==> config.mk <==
export PLATFORM = sky130hd
export DESIGN_NAME = closest_fraction_denominator_select_top_flat
export DESIGN_NICKNAME = d
export VERILOG_FILES = /design/src/design/cfds_pkg.sv /design/src/design/cfds_channels.sv /design/src/design/cfds_ram.sv /design/src/design/cfds_gcd.sv /design/src/design/cfds_div.sv /design/src/design/closest_fraction_denominator_select_top.sv /design/src/flat_wrapper.sv
export SDC_FILE = /design/constraint.sdc
export NUM_CORES = 2
export LEC_CHECK = 0
export ABC_CLOCK_PERIOD_IN_PS = 12700
export BUFFER_PORTS_ARGS = -buffer_cell sky130_fd_sc_hd__buf_2
export CORE_UTILIZATION = 65
export DETAILED_ROUTE_END_ITERATION = 7
export PLACE_DENSITY = 0.86
export SLEW_MARGIN = 20
export SYNTH_ARGS = -nofsm -noshare
export SYNTH_HDL_FRONTEND = slang
export SYNTH_SLANG_ARGS = --single-unit
==> constraint.sdc <==
create_clock -name i_clk -period 12.7 [get_ports i_clk]
set_input_delay 1.27 -clock i_clk [delete_from_list [all_inputs] [get_ports i_clk]]
set_output_delay 1.27 -clock i_clk [all_outputs]
set_load 0.1 [all_outputs]
==> src/design/cfds_pkg.sv <==
// Package for the closest-fraction denominator selector.
// Holds the field widths, arithmetic constants, state codes and unit request types.
// No dependencies; every other design file but cfds_ram imports it.
package cfds_pkg;

    localparam int CFG_BITS      = 5;
    localparam int IDX_BITS      = 4;
    localparam int DENOM_BITS    = 16;
    localparam int FRACTION_BITS = 32;
    localparam int LCM_BITS      = 32;
    localparam int DIST_BITS     = 31;
    localparam int DIV_BITS      = 48;
    localparam int PROD_BITS     = 2 * LCM_BITS;

    localparam logic OP_WRITE = 1'b0;
    localparam logic OP_QUERY = 1'b1;

    localparam logic [PROD_BITS-1:0] LCM_MAX  = PROD_BITS'(64'hFFFF_FFFF);
    localparam logic [PROD_BITS-1:0] RND_ADD  = PROD_BITS'(64'h1) << (FRACTION_BITS - 1);
    localparam logic [PROD_BITS-1:0] HALF_LIM = PROD_BITS'(64'h1) << (FRACTION_BITS - 1);
    localparam logic [PROD_BITS-1:0] TWO_LIM  = PROD_BITS'(64'h1) << (FRACTION_BITS + 1);

    typedef enum logic [4:0] {
        S_IDLE,
        S_ZRD,
        S_ZCHK,
        S_L0RD,
        S_L0,
        S_LRD,
        S_LGST,
        S_LGCD,
        S_LDIV,
        S_LMUL,
        S_LCHK,
        S_NMUL,
        S_NUM,
        S_DRD,
        S_DMUL,
        S_DDST,
        S_DDIV,
        S_TRD,
        S_TA,
        S_TB,
        S_TC,
        S_DONE
    } t_state;

    typedef struct packed {
        logic                start;
        logic [LCM_BITS-1:0] a;
        logic [LCM_BITS-1:0] b;
    } t_gcd_req;

    typedef struct packed {
        logic                start;
        logic [DIV_BITS-1:0] dividend;
        logic [LCM_BITS-1:0] divisor;
    } t_div_req;

endpackage

==> src/design/cfds_channels.sv <==
// Handshake channel interfaces of the selector: query input, result output, config write.
// Depends on cfds_pkg for the field widths.
interface cfds_query_if;
    import cfds_pkg::*;
    logic                     valid;
    logic                     ready;
    logic                     opcode;
    logic [IDX_BITS-1:0]      entry_index;
    logic [DENOM_BITS-1:0]    denominator;
    logic [FRACTION_BITS-1:0] fraction_value;
    modport source (output valid, opcode, entry_index, denominator, fraction_value,
                    input ready);
    modport sink (input valid, opcode, entry_index, denominator, fraction_value,
                  output ready);
endinterface

interface cfds_result_if;
    import cfds_pkg::*;
    logic                 valid;
    logic                 ready;
    logic [IDX_BITS-1:0]  winner_index;
    logic [LCM_BITS-1:0]  common_multiple;
    logic [DIST_BITS-1:0] best_distance;
    logic                 overflow_flag;
    modport source (output valid, winner_index, common_multiple, best_distance,
                    overflow_flag, input ready);
    modport sink (input valid, winner_index, common_multiple, best_distance,
                  overflow_flag, output ready);
endinterface

interface cfds_cfg_if;
    import cfds_pkg::*;
    logic                valid;
    logic                ready;
    logic [CFG_BITS-1:0] active_entries;
    modport source (output valid, active_entries, input ready);
    modport sink (input valid, active_entries, output ready);
endinterface

==> src/design/cfds_ram.sv <==
// Generic single-port-write, single-port-read RAM with a registered read.
// No dependencies.
module cfds_ram #(
    parameter int WIDTH = 16,
    parameter int DEPTH = 16
) (
    input  logic                     i_clk,
    input  logic                     i_we,
    input  logic [$clog2(DEPTH)-1:0] i_waddr,
    input  logic [WIDTH-1:0]         i_wdata,
    input  logic [$clog2(DEPTH)-1:0] i_raddr,
    output logic [WIDTH-1:0]         o_rdata
);
    logic [WIDTH-1:0] r_mem [DEPTH];

    always_ff @(posedge i_clk) begin
        if (i_we) begin
            r_mem[i_waddr] <= i_wdata;
        end
        o_rdata <= r_mem[i_raddr];
    end
endmodule

==> src/design/cfds_gcd.sv <==
// Binary GCD unit: one shift or subtract step per cycle, pulses o_done with the result.
// Depends on cfds_pkg for widths and the request type.
module cfds_gcd (
    input  logic                          i_clk,
    input  logic                          i_rst_n,
    input  cfds_pkg::t_gcd_req            i_req,
    output logic                          o_done,
    output logic [cfds_pkg::LCM_BITS-1:0] o_gcd
);
    import cfds_pkg::*;

    logic                r_busy;
    logic                r_done;
    logic [LCM_BITS-1:0] r_a;
    logic [LCM_BITS-1:0] r_b;
    logic [LCM_BITS-1:0] r_gcd;
    logic [5:0]          r_sh;

    always_ff @(posedge i_clk) begin
        if (!i_rst_n) begin
            r_busy <= 1'b0;
            r_done <= 1'b0;
        end else begin
            r_done <= 1'b0;
            if (i_req.start) begin
                r_a    <= i_req.a;
                r_b    <= i_req.b;
                r_sh   <= '0;
                r_busy <= 1'b1;
            end else if (r_busy) begin
                if (r_a == r_b) begin
                    r_busy <= 1'b0;
                    r_done <= 1'b1;
                    r_gcd  <= r_a << r_sh;
                end else if (!r_a[0] && !r_b[0]) begin
                    r_a  <= r_a >> 1;
                    r_b  <= r_b >> 1;
                    r_sh <= r_sh + 6'd1;
                end else if (!r_a[0]) begin
                    r_a <= r_a >> 1;
                end else if (!r_b[0]) begin
                    r_b <= r_b >> 1;
                end else if (r_a > r_b) begin
                    r_a <= r_a - r_b;
                end else begin
                    r_b <= r_b - r_a;
                end
            end
        end
    end

    assign o_done = r_done;
    assign o_gcd  = r_gcd;
endmodule

==> src/design/cfds_div.sv <==
// Restoring divider, one quotient bit per cycle over the full dividend width.
// Depends on cfds_pkg for widths and the request type.
module cfds_div (
    input  logic                          i_clk,
    input  logic                          i_rst_n,
    input  cfds_pkg::t_div_req            i_req,
    output logic                          o_done,
    output logic [cfds_pkg::DIV_BITS-1:0] o_quot,
    output logic [cfds_pkg::LCM_BITS-1:0] o_rem
);
    import cfds_pkg::*;

    localparam int CNT_BITS = $clog2(DIV_BITS);

    logic                r_busy;
    logic                r_done;
    logic [CNT_BITS-1:0] r_cnt;
    logic [DIV_BITS-1:0] r_dvd;
    logic [LCM_BITS-1:0] r_rem;
    logic [LCM_BITS-1:0] r_dsr;
    logic [LCM_BITS:0]   shifted;
    logic [LCM_BITS:0]   diff;
    logic                fits;

    assign shifted = {r_rem, r_dvd[DIV_BITS-1]};
    assign diff    = shifted - {1'b0, r_dsr};
    assign fits    = shifted >= {1'b0, r_dsr};

    always_ff @(posedge i_clk) begin
        if (!i_rst_n) begin
            r_busy <= 1'b0;
            r_done <= 1'b0;
        end else begin
            r_done <= 1'b0;
            if (i_req.start) begin
                r_dvd  <= i_req.dividend;
                r_dsr  <= i_req.divisor;
                r_rem  <= '0;
                r_cnt  <= '0;
                r_busy <= 1'b1;
            end else if (r_busy) begin
                // The quotient bits shift in behind the dividend bits.
                r_rem <= fits ? diff[LCM_BITS-1:0] : shifted[LCM_BITS-1:0];
                r_dvd <= {r_dvd[DIV_BITS-2:0], fits};
                r_cnt <= r_cnt + CNT_BITS'(1);
                if (r_cnt == CNT_BITS'(DIV_BITS - 1)) begin
                    r_busy <= 1'b0;
                    r_done <= 1'b1;
                end
            end
        end
    end

    assign o_done = r_done;
    assign o_quot = r_dvd;
    assign o_rem  = r_rem;
endmodule

==> src/design/closest_fraction_denominator_select_top.sv <==
// A query runs the GCD unit and the divider once for each active entry after the first while
// it builds the LCM, then the divider once more for each entry that it scans. Queries are
// handled one at a time; a new word is taken once the previous result sits in the output
// register.
// Depends on cfds_pkg, cfds_channels, cfds_ram, cfds_gcd and cfds_div.
module closest_fraction_denominator_select_top #(
    parameter int MAX_ENTRIES = 16
) (
    input  logic          i_clk,
    input  logic          i_rst_n,
    cfds_cfg_if.sink      i_cfg_ch,
    cfds_query_if.sink    i_query_ch,
    cfds_result_if.source o_result_ch
);
    import cfds_pkg::*;

    localparam int IW = $clog2(MAX_ENTRIES);
    localparam int NW = IW + 1;

    t_state r_state;
    t_state n_state;

    logic [CFG_BITS-1:0]      r_active;
    logic [NW-1:0]            r_n;
    logic [NW-1:0]            r_idx;
    logic [NW-1:0]            r_win;
    logic [FRACTION_BITS-1:0] r_frac;
    logic [LCM_BITS-1:0]      r_lcm;
    logic [LCM_BITS-1:0]      r_q;
    logic [LCM_BITS-1:0]      r_num;
    logic [DENOM_BITS-1:0]    r_d;
    logic [LCM_BITS:0]        r_best;
    logic                     r_zero_res;
    logic                     r_ovf_res;
    logic                     r_eq;
    logic [PROD_BITS-1:0]     r_prod;
    logic [LCM_BITS-1:0]      mul_a;
    logic [LCM_BITS-1:0]      mul_b;

    logic                     r_ovalid;
    logic [IDX_BITS-1:0]      r_o_win;
    logic [LCM_BITS-1:0]      r_o_lcm;
    logic [DIST_BITS-1:0]     r_o_dist;
    logic                     r_o_ovf;

    logic                     we;
    logic [IW-1:0]            waddr;
    logic [IW-1:0]            raddr;
    logic [DENOM_BITS-1:0]    rdata;

    t_gcd_req                 gcd_req;
    logic                     gcd_done;
    logic [LCM_BITS-1:0]      gcd_val;
    t_div_req                 div_req;
    logic                     div_done;
    logic [DIV_BITS-1:0]      div_quot;
    logic [LCM_BITS-1:0]      div_rem;

    logic                     accept_q;
    logic                     is_last;
    logic [NW-1:0]            n_eff;
    logic [LCM_BITS-1:0]      t_alt;
    logic [LCM_BITS-1:0]      t_fold;
    logic                     t_better;
    logic                     scan_end;
    logic [NW-1:0]            win_next;
    logic                     out_free;
    logic                     lcm_ovf;
    logic                     normal_res;
    logic [PROD_BITS-1:0]     num_sum;
    logic [LCM_BITS-1:0]      num_raw;

    cfds_ram #(
        .WIDTH (DENOM_BITS),
        .DEPTH (MAX_ENTRIES)
    ) u_table (
        .i_clk   (i_clk),
        .i_we    (we),
        .i_waddr (waddr),
        .i_wdata (i_query_ch.denominator),
        .i_raddr (raddr),
        .o_rdata (rdata)
    );

    cfds_gcd u_gcd (
        .i_clk   (i_clk),
        .i_rst_n (i_rst_n),
        .i_req   (gcd_req),
        .o_done  (gcd_done),
        .o_gcd   (gcd_val)
    );

    cfds_div u_div (
        .i_clk   (i_clk),
        .i_rst_n (i_rst_n),
        .i_req   (div_req),
        .o_done  (div_done),
        .o_quot  (div_quot),
        .o_rem   (div_rem)
    );

    assign i_cfg_ch.ready   = 1'b1;
    assign i_query_ch.ready = (r_state == S_IDLE);
    assign accept_q         = i_query_ch.valid && i_query_ch.ready;

    assign we    = accept_q && (i_query_ch.opcode == OP_WRITE) &&
                   (32'(i_query_ch.entry_index) < MAX_ENTRIES);
    assign waddr = IW'(i_query_ch.entry_index);

    always_comb begin
        if (r_active == '0) begin
            n_eff = NW'(1);
        end else if (32'(r_active) > MAX_ENTRIES) begin
            n_eff = NW'(MAX_ENTRIES);
        end else begin
            n_eff = NW'(r_active);
        end
    end

    assign is_last    = (r_idx == r_n - NW'(1));
    assign t_alt      = r_lcm - div_rem;
    assign t_fold     = (t_alt < div_rem) ? t_alt : div_rem;
    assign t_better   = {1'b0, t_fold} < r_best;
    // An exact hit ends the scan early.
    assign scan_end   = (t_better && (t_fold == '0)) || is_last;
    assign win_next   = r_win + NW'(1);
    assign out_free   = !r_ovalid || o_result_ch.ready;
    assign lcm_ovf    = r_prod > LCM_MAX;
    assign normal_res = !r_zero_res && !r_ovf_res;
    assign num_sum    = r_prod + RND_ADD;
    assign num_raw    = num_sum[PROD_BITS-1:FRACTION_BITS];

    always_ff @(posedge i_clk) begin
        if (!i_rst_n) begin
            r_state <= S_IDLE;
        end else begin
            r_state <= n_state;
        end
    end

    always_comb begin
        n_state = r_state;
        raddr   = r_idx[IW-1:0];
        gcd_req = '0;
        div_req = '0;
        mul_a   = '0;
        mul_b   = '0;
        unique case (r_state)
            S_IDLE: begin
                if (accept_q && (i_query_ch.opcode == OP_QUERY)) begin
                    n_state = S_ZRD;
                end
            end
            S_ZRD: n_state = S_ZCHK;
            S_ZCHK: begin
                if (rdata == '0) begin
                    n_state = S_DONE;
                end else if (is_last) begin
                    n_state = S_L0RD;
                end else begin
                    n_state = S_ZRD;
                end
            end
            S_L0RD: begin
                raddr   = '0;
                n_state = S_L0;
            end
            S_L0: n_state = (r_n == NW'(1)) ? S_NMUL : S_LRD;
            S_LRD: n_state = S_LGST;
            S_LGST: begin
                gcd_req.start = 1'b1;
                gcd_req.a     = r_lcm;
                gcd_req.b     = LCM_BITS'(rdata);
                n_state       = S_LGCD;
            end
            S_LGCD: begin
                if (gcd_done) begin
                    div_req.start    = 1'b1;
                    div_req.dividend = DIV_BITS'(r_lcm);
                    div_req.divisor  = gcd_val;
                    n_state          = S_LDIV;
                end
            end
            S_LDIV: begin
                if (div_done) begin
                    n_state = S_LMUL;
                end
            end
            S_LMUL: begin
                mul_a   = r_q;
                mul_b   = LCM_BITS'(r_d);
                n_state = S_LCHK;
            end
            S_LCHK: begin
                if (lcm_ovf) begin
                    n_state = S_DONE;
                end else if (is_last) begin
                    n_state = S_NMUL;
                end else begin
                    n_state = S_LRD;
                end
            end
            S_NMUL: begin
                mul_a   = r_lcm;
                mul_b   = r_frac;
                n_state = S_NUM;
            end
            S_NUM: n_state = S_DRD;
            S_DRD: n_state = S_DMUL;
            S_DMUL: begin
                mul_a   = r_num;
                mul_b   = LCM_BITS'(rdata);
                n_state = S_DDST;
            end
            S_DDST: begin
                div_req.start    = 1'b1;
                div_req.dividend = r_prod[DIV_BITS-1:0];
                div_req.divisor  = r_lcm;
                n_state          = S_DDIV;
            end
            S_DDIV: begin
                if (div_done) begin
                    n_state = scan_end ? S_TRD : S_DRD;
                end
            end
            S_TRD: begin
                raddr   = r_win[IW-1:0];
                n_state = (win_next < r_n) ? S_TA : S_DONE;
            end
            S_TA: begin
                raddr   = win_next[IW-1:0];
                n_state = S_TB;
            end
            S_TB: begin
                mul_a   = LCM_BITS'(r_d);
                mul_b   = r_frac;
                n_state = S_TC;
            end
            S_TC: n_state = S_DONE;
            S_DONE: begin
                if (out_free) begin
                    n_state = S_IDLE;
                end
            end
            default: n_state = S_IDLE;
        endcase
    end

    // Shared multiplier; each product is used in the cycle after it is formed.
    always_ff @(posedge i_clk) begin
        r_prod <= mul_a * mul_b;
    end

    always_ff @(posedge i_clk) begin
        case (r_state)
            S_IDLE: begin
                if (accept_q) begin
                    r_frac     <= i_query_ch.fraction_value;
                    r_n        <= n_eff;
                    r_idx      <= '0;
                    r_zero_res <= 1'b0;
                    r_ovf_res  <= 1'b0;
                end
            end
            S_ZCHK: begin
                if (rdata == '0) begin
                    r_zero_res <= 1'b1;
                end else if (is_last) begin
                    r_idx <= '0;
                end else begin
                    r_idx <= r_idx + NW'(1);
                end
            end
            S_L0: begin
                r_lcm <= LCM_BITS'(rdata);
                r_idx <= NW'(1);
            end
            S_LGST: r_d <= rdata;
            S_LDIV: begin
                if (div_done) begin
                    r_q <= div_quot[LCM_BITS-1:0];
                end
            end
            S_LCHK: begin
                if (lcm_ovf) begin
                    r_ovf_res <= 1'b1;
                end else begin
                    r_lcm <= r_prod[LCM_BITS-1:0];
                    if (!is_last) begin
                        r_idx <= r_idx + NW'(1);
                    end
                end
            end
            S_NUM: begin
                // The rounded numerator is at most the LCM, so the modulo is one compare.
                r_num  <= (num_raw == r_lcm) ? '0 : num_raw;
                r_idx  <= '0;
                r_best <= '1;
                r_win  <= '0;
            end
            S_DDIV: begin
                if (div_done) begin
                    if (t_better) begin
                        r_best <= {1'b0, t_fold};
                        r_win  <= r_idx;
                    end
                    if (!scan_end) begin
                        r_idx <= r_idx + NW'(1);
                    end
                end
            end
            S_TA: r_d <= rdata;
            S_TB: r_eq <= (rdata == r_d);
            S_TC: begin
                if (r_eq && ((r_prod < HALF_LIM) || (r_prod >= TWO_LIM))) begin
                    r_win <= win_next;
                end
            end
            default: begin
            end
        endcase
    end

    always_ff @(posedge i_clk) begin
        if (!i_rst_n) begin
            r_active <= CFG_BITS'(1);
        end else if (i_cfg_ch.valid) begin
            r_active <= i_cfg_ch.active_entries;
        end
    end

    always_ff @(posedge i_clk) begin
        if (!i_rst_n) begin
            r_ovalid <= 1'b0;
        end else if ((r_state == S_DONE) && out_free) begin
            r_ovalid <= 1'b1;
        end else if (o_result_ch.ready) begin
            r_ovalid <= 1'b0;
        end
    end

    always_ff @(posedge i_clk) begin
        if ((r_state == S_DONE) && out_free) begin
            r_o_win  <= normal_res ? IDX_BITS'(r_win) : '0;
            r_o_lcm  <= normal_res ? r_lcm : '0;
            r_o_dist <= normal_res ? r_best[DIST_BITS-1:0] : '0;
            r_o_ovf  <= r_ovf_res;
        end
    end

    assign o_result_ch.valid           = r_ovalid;
    assign o_result_ch.winner_index    = r_o_win;
    assign o_result_ch.common_multiple = r_o_lcm;
    assign o_result_ch.best_distance   = r_o_dist;
    assign o_result_ch.overflow_flag   = r_o_ovf;

`ifndef SYNTHESIS
    a_ovf_zero: assert property (@(posedge i_clk) disable iff (!i_rst_n)
        (r_ovalid && r_o_ovf) |-> (r_o_win == '0 && r_o_lcm == '0 && r_o_dist == '0))
        else $error("overflow result carries nonzero fields");

    a_dist_half: assert property (@(posedge i_clk) disable iff (!i_rst_n)
        (r_ovalid && !r_o_ovf) |-> ({1'b0, r_o_dist, 1'b0} <= {1'b0, r_o_lcm}))
        else $error("best distance exceeds half the LCM");

    a_win_range: assert property (@(posedge i_clk) disable iff (!i_rst_n)
        (r_state == S_DONE && !r_zero_res && !r_ovf_res) |-> (r_win < r_n))
        else $error("winner outside the active entries");

    a_out_from_done: assert property (@(posedge i_clk) disable iff (!i_rst_n)
        $rose(r_ovalid) |-> ($past(r_state) == S_DONE))
        else $error("result word raised outside the done state");
`endif
endmodule
==> src/flat_wrapper.sv <==
// flat-port wrapper written by rule: the top's interface ports become plain ports
module closest_fraction_denominator_select_top_flat import cfds_pkg::*;
#(
    parameter int MAX_ENTRIES = 16
)
  (i_clk, i_rst_n, i_cfg_ch_valid, i_cfg_ch_active_entries, i_cfg_ch_ready, i_query_ch_valid, i_query_ch_opcode, i_query_ch_entry_index, i_query_ch_denominator, i_query_ch_fraction_value, i_query_ch_ready, o_result_ch_valid, o_result_ch_winner_index, o_result_ch_common_multiple, o_result_ch_best_distance, o_result_ch_overflow_flag, o_result_ch_ready);
  cfds_cfg_if i_cfg_ch_i ();
  cfds_query_if i_query_ch_i ();
  cfds_result_if o_result_ch_i ();
  input  logic i_clk;
  input  logic i_rst_n;
  input wire logic [$bits(i_cfg_ch_i.valid)-1:0] i_cfg_ch_valid;
  input wire logic [$bits(i_cfg_ch_i.active_entries)-1:0] i_cfg_ch_active_entries;
  output wire logic [$bits(i_cfg_ch_i.ready)-1:0] i_cfg_ch_ready;
  input wire logic [$bits(i_query_ch_i.valid)-1:0] i_query_ch_valid;
  input wire logic [$bits(i_query_ch_i.opcode)-1:0] i_query_ch_opcode;
  input wire logic [$bits(i_query_ch_i.entry_index)-1:0] i_query_ch_entry_index;
  input wire logic [$bits(i_query_ch_i.denominator)-1:0] i_query_ch_denominator;
  input wire logic [$bits(i_query_ch_i.fraction_value)-1:0] i_query_ch_fraction_value;
  output wire logic [$bits(i_query_ch_i.ready)-1:0] i_query_ch_ready;
  output wire logic [$bits(o_result_ch_i.valid)-1:0] o_result_ch_valid;
  output wire logic [$bits(o_result_ch_i.winner_index)-1:0] o_result_ch_winner_index;
  output wire logic [$bits(o_result_ch_i.common_multiple)-1:0] o_result_ch_common_multiple;
  output wire logic [$bits(o_result_ch_i.best_distance)-1:0] o_result_ch_best_distance;
  output wire logic [$bits(o_result_ch_i.overflow_flag)-1:0] o_result_ch_overflow_flag;
  input wire logic [$bits(o_result_ch_i.ready)-1:0] o_result_ch_ready;
  assign i_cfg_ch_i.valid = i_cfg_ch_valid;
  assign i_cfg_ch_i.active_entries = i_cfg_ch_active_entries;
  assign i_cfg_ch_ready = i_cfg_ch_i.ready;
  assign i_query_ch_i.valid = i_query_ch_valid;
  assign i_query_ch_i.opcode = i_query_ch_opcode;
  assign i_query_ch_i.entry_index = i_query_ch_entry_index;
  assign i_query_ch_i.denominator = i_query_ch_denominator;
  assign i_query_ch_i.fraction_value = i_query_ch_fraction_value;
  assign i_query_ch_ready = i_query_ch_i.ready;
  assign o_result_ch_valid = o_result_ch_i.valid;
  assign o_result_ch_winner_index = o_result_ch_i.winner_index;
  assign o_result_ch_common_multiple = o_result_ch_i.common_multiple;
  assign o_result_ch_best_distance = o_result_ch_i.best_distance;
  assign o_result_ch_overflow_flag = o_result_ch_i.overflow_flag;
  assign o_result_ch_i.ready = o_result_ch_ready;
  closest_fraction_denominator_select_top #(.MAX_ENTRIES(MAX_ENTRIES)) u_core (.i_clk(i_clk), .i_rst_n(i_rst_n), .i_cfg_ch(i_cfg_ch_i), .i_query_ch(i_query_ch_i), .o_result_ch(o_result_ch_i));
endmodule
After elaboration in Yosys (flattened, before gate mapping)
Memories as Yosys holds them, arrays and structs flattened. A register that Yosys moved wholly into a read port is not among the register bits. Index checks and enable logic that the tools add are counted.

Register bits after elaboration: 562. Word-level logic and storage cells: 237. Output and inout port bits: 71. Bits in writable memories: 256. Input bits: 63. Memories kept: 1.

$mul: 1. Add/subtract/negate cells: 10. Magnitude comparators: 9. Bitwise logic cells: 5. Shifts and indexed selects: 1. Multiplexer cells: 77. Equal/unequal tests: 45. Reduce and logical (&&, ||, !) cells: 53.

Memories: u_core.u_table.r_mem (depth 16, bits a word 16, rd ports 1, clocked after Yosys merged registers in 1, wr ports 1, RTL line cfds_ram.sv:14) `logic [WIDTH-1:0] r_mem [DEPTH];`.

Operators with widths (count): $mux 32 (18); $pmux 81 s2 (1); $pmux 32 s4 (1); $sub 32x32->32 (4); $pmux 5 s22 (1); $mux 48 (2); $pmux 32 s3 (1); $mux 5 (19); $mux 81 (1); $mux 33 (2); $pmux 33 s2 (1); $mux 65 (1); $add 64x32->64 const B (1); $eq 32x32->1 (2); $ge 64x34->1 const B (1); $gt 64x32->1 const B (1); $lt 64x32->1 const B (1); $mul 32x32->64 (1); $pmux 32 s2 (1); $eq 5x4->1 const B (8); $ge 33x32->1 (1); $lt 32x33->1 (1); $gt 32x32->1 (1); $logic_not 32->1 (1); other kinds (43) (129).

Longest topological paths before layout
Depth in word-level cells: 9. Depth in mapped cells: 43. Gate-level depth less buffers: 37.

Hierarchy
A second synthesis with hierarchy kept.

Cell total of the unflattened synthesis: 7730. Area total of the unflattened synthesis: 77933.5 um2.

By module, submodules not included: closest_fraction_denominator_select_top (area an instance 51389.3 um2, cells an instance 5636, seq. area each 9399.0 um2, times used 1); cfds_ram (area an instance 10042.1 um2, cells an instance 432, seq. area each 8007.7 um2, times used 1); cfds_gcd (area an instance 9775.6 um2, cells an instance 1102, seq. area each 3103.0 um2, times used 1); cfds_div (area an instance 6726.5 um2, cells an instance 560, seq. area each 3583.4 um2, times used 1).

Worst setup path before layout
No wires, ideal clock.

Path type: register -> register. Start point: register u_core.r_state[4]. End point: register u_core.r_prod[48]. Library setup time: 72 ps. Path slack: 3321 ps. Period minus slack after synthesis: 9379 ps. Cell stages (with the launch flop): 39. Data required time: 12628 ps. Data arrival time: 9307 ps. Buffers on the path: 5. Path through: dfxtp_1 -> clkbuf_1 -> nor2b_1 -> nand2_1 -> nor3_1 -> clkbuf_1 -> clkbuf_1 -> a221oi_1 -> clkbuf_1 -> nor2_1 -> fa_1 -> fa_1 -> fa_1 -> inv_1 -> fa_1 -> inv_1 -> fa_1 -> inv_1 -> [... 3 more ...] -> inv_1 -> fa_1 -> inv_1 -> ha_1 -> clkbuf_1 -> and4_1 -> a41o_1 -> a31o_2 -> nor2_1 -> nand2_1 -> a22oi_1 -> o21ba_2 -> o221ai_1 -> a21oi_1 -> o21ai_1 -> a221o_1 -> a21oi_1 -> xnor2_1.

Longest elaborated chain between the ends: 4. Elaborated cells on any way between the ends: 8. Those cells by class: mul: 1; eq/ne: 4; mux: 2; reduce/logical: 1.

Ends and longest elaborated chain: from (decl) (RTL line closest_fraction_denominator_select_top.sv:20) `t_state r_state;`; from (signal assigned) (RTL line closest_fraction_denominator_select_top.sv:137) `r_state <= n_state;`; $eq 5x4->1 / $eq 5x5->1 (equally long branches) (RTL line closest_fraction_denominator_select_top.sv:148) `unique case (r_state)`; $reduce_or 2->1 (no line); $pmux 32 s3 (RTL line closest_fraction_denominator_select_top.sv:148); $mul 32x32->64 (*) (RTL line closest_fraction_denominator_select_top.sv:251) `r_prod <= mul_a * mul_b;`; to (signal assigned) (RTL line closest_fraction_denominator_select_top.sv:251); to (decl) (RTL line closest_fraction_denominator_select_top.sv:36) `logic [PROD_BITS-1:0] r_prod;`.

Mark *: on every way between the ends. The rest lies on a longest branch, timed or not. A chain may end at the register's enable or synchronous reset.

Worst setup path in the final report
Start point: register u_core.r_state[1]. End point: register u_core.r_prod[60].

Same word-level chain as after synthesis.

==> key figures <==
Outcome
  – Status: complete, but fails checks
  – Failing checks: DRC

Setup path
  – Worst R2R End: u_core.r_prod[60]
  – Worst Reg-to-Reg Cells: 32
  – CP Data Arrival Time: 11.91 ns
  – Worst path slowest cell: and2_1
  – CP startpoint: u_core.r_state[1]
  – Reg2Reg Setup Slack: roughly 1.4 ns
  – R2r startpoint: u_core.r_state[1]
  – Startpoint Class: register
  – End of the critical path: u_core.r_prod[60]
  – Worst Setup End Kind: register
  – Worst EP required: 13.32 ns
  – Critical path class: register to register
  – CP peak stage delay: 0.91 ns
  – Top cell by count, worst path: fa_1
  – CP max FO: 34

Synthesis
  – Post-synthesis area per instance: 9.80 um^2
  – Most common cell in the netlist: inv_1
  – Yosys reg bits: roughly 830
  – Post-synthesis cell count: 7761
  – Top post-synthesis cells by count: 1066 x inv_1, 963 x nand2_1, 952 x nor2_1
  – Cell variety after synth: 91
  – Synth area leader: edfxtp_1
  – Share of the synthesized area in the top cell type: 29.2%
  – Syn_nets: approximately 9200
  – EDFF count, synth: 739
  – Syn Std Cell Area: around 0.076 mm^2
  – Register area share after synthesis: 31.7%
  – Syn. warnings: 0
  – Main flop type after synthesis: edfxtp_1
  – Synth area leaders: edfxtp_1 29%, fa_1 24%, ha_1 7.7%
  – Fraction of registers with async set/reset: 0%

Clock tree
  – Setup Buffers After CTS: 0
  – CTS root buffer: clkbuf_16
  – H-tree depth: 3
  – Maximum buffer depth of the clock tree: 3
  – Clock transition at path regs: 0.06 ns
  – CTS Hold Bufs: 0
  – Clock sinks: 834
  – TritonCTS buffer count: 88
  – Clock Latency Late Sink: about 0.76 ns
  – CTS tree: yes
  – CTS resizes: 0

Layout
  – Area delta synth->final: 7.54%
  – Final-stage net count: 9156
  – Proportion of layout cells with a drive suffix above 1: approximately 7%
  – Multi-input gate area: 0.0466 mm^2
  – Post-route cell area: 0.0818 mm^2
  – Seq. cell area: 0.0241 mm^2
  – Fill count: 8261
  – Finished Layout Cells: 9336
  – Finished Core Util: 70.5%

Placement
  – DP HPWL: ~170000 um
  – Placed Area: 0.0786 mm^2
  – Placed insts: 9158
  – GPL Wtd Cong: approximately 1.0
  – # port buffers: ~130

STA
  – RSZ-0062 raised after global routing: no
  – WHS: 0.441 ns
  – Min cycle time layout: 11.29 ns
  – Setup TNS: 0 ns
  – Final Skew: 0.0744 ns
  – Endpoints failing setup: 0
  – Peak Freq: 0.0885 GHz
  – Fin. max-slew vios: 0
  – Endpoints failing hold: 0
  – Worst slew margin: 16.9%
  – Actual slew at the worst max-slew pin: 1.25 ns
  – Period utilisation layout: between 80% and 90%

Floorplanning
  – Die ar.: 0.118 mm^2
  – Core area: roughly 0.12 mm^2
  – Starting density of the core: about two thirds
  – Rows: 125
  – Die X: roughly 340 um
  – IO Pins: 134
  – Die H: 344 um

Power
  – Worst VDD drop: 170 uV
  – Leakage dissipation: 35.3 nW
  – PwrDens: 77.4 mW/mm^2

Global route
  – First-pass GRT wire length: 354000 um
  – Vias in the first global route: 60400
  – Grt ovf: 0
  – Largest net degree at the start of global routing: between 90 and 100
  – Global Route Usage Sum: ~40%
  – Initial antenna violation count: 8

Drt
  – Wirelength per Cell: 25.0 um
  – First-pass detailed-route iteration total: 8
  – Via density: between 6 and 7
  – DR vias: 60100
  – Drt drc: 10
  – Routed Antenna Nets: 0
  – DR iter-0 viols: between 7000 and 8000
  – Total wire length: around 230000 um

Worst hold path
  – Min-Delay Path Class: register to register

Flow run
  – Max Cap Violations: 0
==> through the flow <==
stage / power, mW / setup slack [ns]
after floorplan: 3.35 / 3.32
after global placement: 3.54 / 2.08
after detailed placement: 3.56 / 1.83
after CTS: 6.31 / 1.78
after global routing: 6.46 / 0.999
final: 6.33 / 1.41
==> flip-flops by register name (all words and copies together) (netlist names), 5 cells and up <==
signal / cells
u_core.u_div.r_dsr: 32
u_core.r_win: 5
u_core.u_table.o_rdata: 16
u_core.r_idx: 5
u_core.u_gcd.r_sh: 6
u_core.o_result_ch.best_distance: 31
u_core.r_best: 33
u_core.u_div.r_cnt: 6
u_core.r_active: 5
u_core.u_gcd.o_gcd: 32
u_core.u_div.o_rem: 32
u_core.r_prod: 64
u_core.r_frac: 32
u_core.u_gcd.r_b: 32
u_core.r_lcm: 32
u_core.r_state: 5
u_core.r_q: 32
u_core.u_gcd.r_a: 32
u_core.o_result_ch.common_multiple: 32
u_core.u_div.o_quot: 48
u_core.r_d: 16
u_core.r_num: 32
u_core.r_n: 5
u_core.u_table.r_mem: 256
==> metal layers <==
layer	vias to the layer above	GRT usage (%)	part of all wire (%)
li1	25500	-	-
met1	29600	51.2	35
met2	4045	59.1	44
met3	924	13.4	14
met4	8	24.3	7.2
met5	-	0	0.046
==> layout by cell type (no fill, tap or decap), types with 95 or more instances in the layout <==
cell / netlist / routed
inv_1: 1066 / 1064
nand2_1: 963 / 961
nor2_1: 952 / 942
fa_1: 900 / 900
edfxtp_1: 739 / 739
ha_1: 467 / 467
a21oi_1: 255 / 255
and2_1: 171 / 174
buf_4: 1 / 169
xnor2_1: 161 / 161
o21ai_0: 154 / 153
a21o_1: 139 / 139
buf_2: 3 / 132
a211oi_1: 112 / 112
xor2_1: 106 / 106
dfxtp_1: 95 / 95
==> worst max-delay path, delay by kind of cell (launching register included) <==
family                     cells  cell delay (ns)
DFF                            1             0.75
buffers and inverters          5             0.88
adders and majority gates      9             4.52
xor gates and xnor gates       1             0.13
and+or+nand+nor                9             2.89
AOI/OAI and AO/OA              8             1.95
==> power breakdown <==
group          total (mW)  switching [mW]  internal, mW
combinational       0.478           0.341         0.137
sequential           3.05          0.0313          3.02
clock                2.80            1.23          1.58
==> worst min path at each step <==
stage	from	end	slack, ns	depth (start not counted)
2_1_floorplan	u_core.u_div.r_busy	u_core.u_div.o_done	0.42	2
3_3_place_gp	u_core.u_div.o_quot[20]	u_core.r_q[20]	0.43	0
3_5_place_dp	u_core.u_div.o_quot[3]	u_core.r_q[3]	0.43	0
4_1_cts	u_core.u_div.o_quot[6]	u_core.r_q[6]	0.44	0
5_1_grt	u_core.u_div.o_quot[19]	u_core.r_q[19]	0.44	0
6_report	u_core.u_div.o_quot[24]	u_core.r_q[24]	0.44	0
==> cell type report <==
cell class,count,share of cell area [%]
inverter,1068,4.90
tap,1524,2.33
clock inverter,64,1.01
sequential,834,29.5
timing repair buffer,303,2.40
antenna,10,0.0306
clock buffer,102,2.82
multi-input combinational,5431,57.0
==> cell families after synthesis <==
logic type                 synth area share [%]
muxes                                      1.42
DFF                                        31.7
other                                   0.00493
adders and majority gates                  31.4
buffers and inverters                      7.42
xor gates and xnor gates                   3.08
and+or+nand+nor                            14.6
AOI/OAI and AO/OA                          10.4
(Power assumes the default switching activity.)
